File: src/sv/line_column_locator_macros.svh
// ----------------------------------------------------------------------------
// line_column_locator_macros.svh
// Assertion macros shared by the line and column locator.
// ----------------------------------------------------------------------------
`ifndef LINE_COLUMN_LOCATOR_MACROS_SVH
`define LINE_COLUMN_LOCATOR_MACROS_SVH

// Checks a consequence in the same cycle as its condition.
`define LCL_ASSERT_SAME(label, ante, cons, msg) \
   label: assert property (@(posedge clock) disable iff (reset) (ante) |-> (cons)) \
      else $error(msg);

// Checks a consequence in the cycle after its condition.
`define LCL_ASSERT_NEXT(label, ante, cons, msg) \
   label: assert property (@(posedge clock) disable iff (reset) (ante) |=> (cons)) \
      else $error(msg);

`endif

File: src/sv/lcl_pkg.sv
// ----------------------------------------------------------------------------
// lcl_pkg
// Types and constants of the line and column locator.
// ----------------------------------------------------------------------------
package lcl_pkg;

   localparam int MAX_LINES   = 1024;
   localparam int OFFSET_BITS = 20;
   localparam int IDX_BITS    = (MAX_LINES > 1) ? $clog2(MAX_LINES) : 1;
   localparam int CNT_BITS    = $clog2(MAX_LINES + 1);
   localparam int QUERY_BITS  = 20;
   localparam int LINE_BITS   = 11;
   localparam int COL_BITS    = 21;
   localparam int CMP_BITS    = (OFFSET_BITS > QUERY_BITS) ? OFFSET_BITS : QUERY_BITS;

   localparam logic [7:0]             NEWLINE_BYTE = 8'h0A;
   localparam logic [OFFSET_BITS-1:0] POS_TOP      = '1;

   typedef enum logic [1:0] {
      OP_CLEAR  = 2'd0,
      OP_APPEND = 2'd1,
      OP_QUERY  = 2'd2
   } lcl_op_type;

   typedef enum logic [1:0] {
      ST_IDLE,
      ST_SEARCH,
      ST_DONE
   } lcl_state_type;

   typedef struct packed {
      logic [1:0]            op;
      logic [7:0]            text_byte;
      logic [QUERY_BITS-1:0] query_offset;
   } req_type;

   typedef struct packed {
      logic [LINE_BITS-1:0] line_number;
      logic [COL_BITS-1:0]  column_number;
      logic                 overflow_seen;
   } rsp_type;

   typedef struct packed {
      logic                   en;
      logic [IDX_BITS-1:0]    addr;
      logic [OFFSET_BITS-1:0] data;
   } lcl_ram_wr_type;

   typedef struct packed {
      logic                searching;
      logic [CNT_BITS-1:0] line_count;
   } lcl_status_type;

endpackage

File: src/sv/lcl_ctrl.sv
// ----------------------------------------------------------------------------
// lcl_ctrl
// Sequencer: text counters, table appends and the binary search of a query.
// ----------------------------------------------------------------------------
module lcl_ctrl (
   input  logic                             clock,
   input  logic                             reset,
   input  logic                             req_valid,
   output logic                             req_ready,
   input  lcl_pkg::req_type                 req_data,
   output lcl_pkg::lcl_ram_wr_type          ram_wr,
   output logic [lcl_pkg::IDX_BITS-1:0]     ram_rd_addr,
   input  logic [lcl_pkg::OFFSET_BITS-1:0]  ram_rd_data,
   output logic                             res_valid,
   input  logic                             res_ready,
   output lcl_pkg::rsp_type                 res_data,
   output lcl_pkg::lcl_status_type          status
);
   import lcl_pkg::*;

   lcl_state_type          state_ff, state_in;
   logic [CNT_BITS-1:0]    line_count_ff, line_count_in;
   logic [OFFSET_BITS-1:0] byte_pos_ff, byte_pos_in;
   logic                   overflow_ff, overflow_in;
   logic [CNT_BITS-1:0]    lo_ff, lo_in;
   logic [CNT_BITS-1:0]    hi_ff, hi_in;
   logic [IDX_BITS-1:0]    mid_ff, mid_in;
   logic [IDX_BITS-1:0]    best_ff, best_in;
   logic [OFFSET_BITS-1:0] best_start_ff, best_start_in;
   logic [QUERY_BITS-1:0]  offset_ff, offset_in;

   logic [OFFSET_BITS-1:0] start_val;
   logic                   take;
   logic [CNT_BITS-1:0]    lo_next;
   logic [CNT_BITS-1:0]    hi_next;
   logic [CNT_BITS-1:0]    mid_next;

   always_ff @(posedge clock) begin
      if (reset) begin
         state_ff      <= ST_IDLE;
         line_count_ff <= CNT_BITS'(1);
         byte_pos_ff   <= '0;
         overflow_ff   <= 1'b0;
      end else begin
         state_ff      <= state_in;
         line_count_ff <= line_count_in;
         byte_pos_ff   <= byte_pos_in;
         overflow_ff   <= overflow_in;
      end
   end

   always_ff @(posedge clock) begin
      lo_ff         <= lo_in;
      hi_ff         <= hi_in;
      mid_ff        <= mid_in;
      best_ff       <= best_in;
      best_start_ff <= best_start_in;
      offset_ff     <= offset_in;
   end

   // Entry 0 is always offset zero and is never written.
   assign start_val = (mid_ff == '0) ? '0 : ram_rd_data;
   assign take      = CMP_BITS'(start_val) <= CMP_BITS'(offset_ff);
   assign lo_next   = take ? (CNT_BITS'(mid_ff) + 1'b1) : lo_ff;
   assign hi_next   = take ? hi_ff : CNT_BITS'(mid_ff);
   assign mid_next  = lo_next + ((hi_next - lo_next) >> 1);

   always_comb begin
      state_in      = state_ff;
      line_count_in = line_count_ff;
      byte_pos_in   = byte_pos_ff;
      overflow_in   = overflow_ff;
      lo_in         = lo_ff;
      hi_in         = hi_ff;
      mid_in        = mid_ff;
      best_in       = best_ff;
      best_start_in = best_start_ff;
      offset_in     = offset_ff;
      req_ready     = 1'b0;
      res_valid     = 1'b0;
      ram_wr        = '0;
      ram_rd_addr   = IDX_BITS'(line_count_ff >> 1);

      unique case (state_ff)
         ST_IDLE: begin
            req_ready = 1'b1;
            if (req_valid) begin
               unique case (req_data.op)
                  OP_CLEAR: begin
                     line_count_in = CNT_BITS'(1);
                     byte_pos_in   = '0;
                     overflow_in   = 1'b0;
                  end
                  OP_APPEND: begin
                     if (byte_pos_ff == POS_TOP) begin
                        overflow_in = 1'b1;
                     end else begin
                        if (req_data.text_byte == NEWLINE_BYTE) begin
                           if (line_count_ff < CNT_BITS'(MAX_LINES)) begin
                              ram_wr.en     = 1'b1;
                              ram_wr.addr   = IDX_BITS'(line_count_ff);
                              ram_wr.data   = byte_pos_ff + 1'b1;
                              line_count_in = line_count_ff + 1'b1;
                           end else begin
                              overflow_in = 1'b1;
                           end
                        end
                        byte_pos_in = byte_pos_ff + 1'b1;
                     end
                  end
                  OP_QUERY: begin
                     // The read of the first midpoint is issued in this cycle.
                     offset_in     = req_data.query_offset;
                     lo_in         = '0;
                     hi_in         = line_count_ff;
                     mid_in        = IDX_BITS'(line_count_ff >> 1);
                     best_in       = '0;
                     best_start_in = '0;
                     state_in      = ST_SEARCH;
                  end
                  default: begin
                  end
               endcase
            end
         end
         ST_SEARCH: begin
            // One step per cycle: compare the entry just read, then read the next midpoint.
            ram_rd_addr = IDX_BITS'(mid_next);
            lo_in       = lo_next;
            hi_in       = hi_next;
            mid_in      = IDX_BITS'(mid_next);
            if (take) begin
               best_in       = mid_ff;
               best_start_in = start_val;
            end
            if (!(lo_next < hi_next)) begin
               state_in = ST_DONE;
            end
         end
         ST_DONE: begin
            res_valid = 1'b1;
            if (res_ready) begin
               state_in = ST_IDLE;
            end
         end
         default: begin
            state_in = ST_IDLE;
         end
      endcase
   end

   assign res_data.line_number   = LINE_BITS'(CNT_BITS'(best_ff) + 1'b1);
   assign res_data.column_number = COL_BITS'(offset_ff) - COL_BITS'(best_start_ff) + 1'b1;
   assign res_data.overflow_seen = overflow_ff;

   assign status.searching  = (state_ff == ST_SEARCH);
   assign status.line_count = line_count_ff;

endmodule

File: config.mk
export PLATFORM = sky130hd
export DESIGN_NAME = lcl_ctrl
export DESIGN_NICKNAME = d
export VERILOG_FILES = /design/src/sv/line_column_locator_macros.svh /design/src/sv/lcl_pkg.sv /design/src/sv/lcl_ctrl.sv
export SDC_FILE = /design/constraint.sdc
export NUM_CORES = 1
export LEC_CHECK = 0
export BUFFER_PORTS_ARGS = -buffer_cell sky130_fd_sc_hd__buf_2
export CORE_MARGIN = 3
export CORE_UTILIZATION = 35
export CTS_CLUSTER_SIZE = 20
export DETAILED_ROUTE_END_ITERATION = 7
export PLACE_DENSITY_LB_ADDON = 0.1
export SLEW_MARGIN = 20
export SYNTH_ARGS = -nofsm -noshare
export SYNTH_HDL_FRONTEND = slang
export SYNTH_SLANG_ARGS = --single-unit
File: constraint.sdc
create_clock -name clock -period 10.2 [get_ports clock]
set_clock_uncertainty 0.05 [all_clocks]
set_input_delay 0.51 -clock clock [delete_from_list [all_inputs] [get_ports clock]]
set_output_delay 0.51 -clock clock [all_outputs]
set_load 0.01 [all_outputs]
==> results.md <==
* Synth area leaders: edfxtp_1, ha_1, dfxtp_1, xnor2_1, nor2_1
* Row cnt at 55
* Levels on crit path at 28
* Critical path type: register to output pin
* Gpl congestion at 0.815
* Max-slew headroom at 0.307
* DR DRC count at 0
* Largest net degree at the start of global routing at 45
* CP Launch Type: register
* Tot GR Track Use at 0.164
* Mapped cell area at 0.00818 sq mm
* Clock slew at reported path FFs at 60 ps
* Die Ht at 159 um
* Hold Crit Class: input port to register
* Critical path's slowest cell: edfxtp_1
* First-pass GRT wire length at 33700 um
* Layout cells sized above 1 at 0.196
* Post-cts gate resize count at 0
* Die extent in x at 159 um
* Clk Latency, worst-skew pair at 420 ps
* Number of flops mapped to enable cells by yosys at 82
* CTS Buffer Depth at 2
* N_diodes at 0
* CP max stage delay at 470 ps
* Max FO, Critical Path at 39
* Met1 Resource Use GR at 0.224
* Bufs and invs on worst path at 3
* Gate power share at 0.237
* Initial antenna violation count at 2
* Synth-to-Final Area Change at 19.4%
* Minimum clock period at 7390 ps
* Most used cell, CP: o21ai_0
* Total CTS buffers at 17
* DR pass1 iterations at 4
* Most common cell in the netlist: nor2_1
* Fill cell count at 2320
* Sequential power share at 0.360
* M2 GR Usage at 0.258
* Worst endpoint data arrival time at 6830 ps
* Core footprint at 0.0228 sq mm
* Port buffer count at 141
* Layout Utilization at 0.428
* WL final at 20500 um
* Finished Layout Cells at 1344
* Post-layout nets at 1159
* Tcrit/Tclk final at 0.724
* Sw power at 0.447 mW
* Root Buffer: clkbuf_16
* Status: finished, final reports clean
* Starting Density at 0.359
* Synthesized net count at 1028
* Detailed placement HPWL at 15000 um
* Ys flop type: edfxtp_1
* PwrDens at 153 mW/mm^2
* Setup violations, final at 0
* Global route total overflow at 0
* Leak pwr at 4.34 nW
* VDD IR max at 0.0000892 V
* Achievable Freq at 0.135 GHz
* # IOs at 142
* Grt met3 use at 0.0459
* RSZ-0062 raised after global routing: false
* Vias/cell at 4.90
* Yosys top cell by area: edfxtp_1
* Least-Margin Pin Slew at 1040 ps
* Syn Inst Count at 887
* Crit end category: output pin
* DRT iter0 DRCs at 235
* Worst R2R Path Depth at 27
* Slew Viols, Final at 0
* Min-Delay Path Depth at 1
* Switching share of total power at 0.300
* Final Hold Vio Count at 0
* Share of the synthesized area in the top cell type at 0.301
* Vias at 6592
* R2r setup slk at 3670 ps
* Average wire per standard cell at 15.2 um
* Vias in the first global route at 6455
* Clock power share at 0.403
* Post-synth ARST share at 0
* H-tree lvl count at 4
* Synth Register Bits at 116
* Mean Syn Cell Area at 9.22 sq um
* CTS tree: done
* Distinct cells, synth at 55
* Die area at 0.0252 sq mm
* Crit-path leading delay family: compound AO/OA/AOI/OAI gates
* Register area share after synthesis at 0.384
* Setup TNS at 0 ps
* Placed cell count at 1312
* Yosys warning total at 0
* Postcts setup bufs at 0
* Synth cell count leaders: nor2_1, ha_1, edfxtp_1
* Gr busiest metal: met2
* Critical Path RT at 9640 ps
* Max_cap viols at 0
* Post-route ant nets at 0
* CTS Hold Bufs at 0
* CTS Sinks at 116
* Cell Int Power at 1.04 mW
[power groups by stage]
stage | clock network [mW] | registers, mW | logic (mW)
after global placement | 0 | 0.546 | 0.355
after CTS | 0.618 | 0.536 | 0.357
after detailed placement | 0 | 0.546 | 0.353
final | 0.600 | 0.536 | 0.353
after global routing | 0.635 | 0.538 | 0.406
after floorplan | 0 | 0.542 | 0.264
[through the flow]
step           hold WS [ps]  setup slack (ps)  area (sq um)  power, mW
3_3_place_gp            414              3380          9160      0.901
5_1_grt                 190              1990          9760       1.58
2_1_floorplan           392              3950          8180      0.806
3_5_place_dp            413              3190          9160      0.900
4_1_cts                 186              2710          9760       1.51
6_report                212              2810          9760       1.49
[cell usage in the layout, fill, tap and decap left out, types with 4 or more instances in the layout]
cell / netlist / final
and4_1: 5 / 5
o21bai_1: 4 / 4
buf_4: 4 / 5
a21oi_1: 62 / 62
a311oi_1: 17 / 17
nor3_1: 6 / 6
mux2_2: 9 / 9
edfxtp_1: 82 / 82
nand4_1: 14 / 14
clkbuf_16: 0 / 19
buf_2: 11 / 141
or3_1: 12 / 12
nor4_1: 4 / 4
dfxtp_1: 34 / 34
o21ai_0: 30 / 29
and3_1: 39 / 39
a31oi_1: 4 / 4
inv_1: 73 / 73
ha_1: 84 / 84
xnor2_1: 45 / 45
xor2_1: 29 / 29
nor2_1: 86 / 85
nand2_1: 71 / 71
nor2b_1: 5 / 5
nand2b_1: 12 / 12
o21ai_1: 5 / 5
nand3_1: 25 / 25
and2_1: 47 / 47
o21a_1: 4 / 4
a21o_1: 7 / 7
o211ai_1: 5 / 5
inv_6: 0 / 4
[state kept, by name, indices dropped and copies added (netlist names)]
register	flops
offset_ff	20
line_count_ff	11
overflow_ff	1
hi_ff	11
lo_ff	11
mid_ff	10
best_ff	10
byte_pos_ff	20
best_start_ff	20
state_ff	2
[routing by layer]
layer	wire length, um	share of wire
met2	8890	0.43
met1	10300	0.50
met4	203	0.0099
met3	1070	0.052
met5	34	0.0017
[cell type report]
type                       instances  area [sq um]  share of cell area
sequential                       116          3140               0.322
multi-input combinational        664          4610               0.472
clock inverter                    10          81.3             0.00833
timing repair buffer             146           743              0.0762
clock buffer                      22           517              0.0529
inverter                          73           274              0.0281
tap                              313           392              0.0401
[cells by family after synthesis]
group | Yosys count | synth area share
xor gates and xnor gates | 74 | 0.0793
muxes | 12 | 0.0161
DFF | 116 | 0.384
buffers and inverters | 107 | 0.0536
and+or+nand+nor | 332 | 0.206
adders and majority gates | 87 | 0.136
AOI/OAI and AO/OA | 159 | 0.125
[worst paths after layout]
check                                 from                       end
hold / removal                 req_data[8]    offset_ff[8]$_DFFE_PP_
setup / recovery       mid_ff[8]$_DFFE_PP_            ram_rd_addr[9]
hold reg to reg   overflow_ff$_SDFFE_PP0P_  overflow_ff$_SDFFE_PP0P_
setup reg to reg       mid_ff[8]$_DFFE_PP_       mid_ff[9]$_DFFE_PP_
Note: power is estimated with default switching activity, not from simulation.
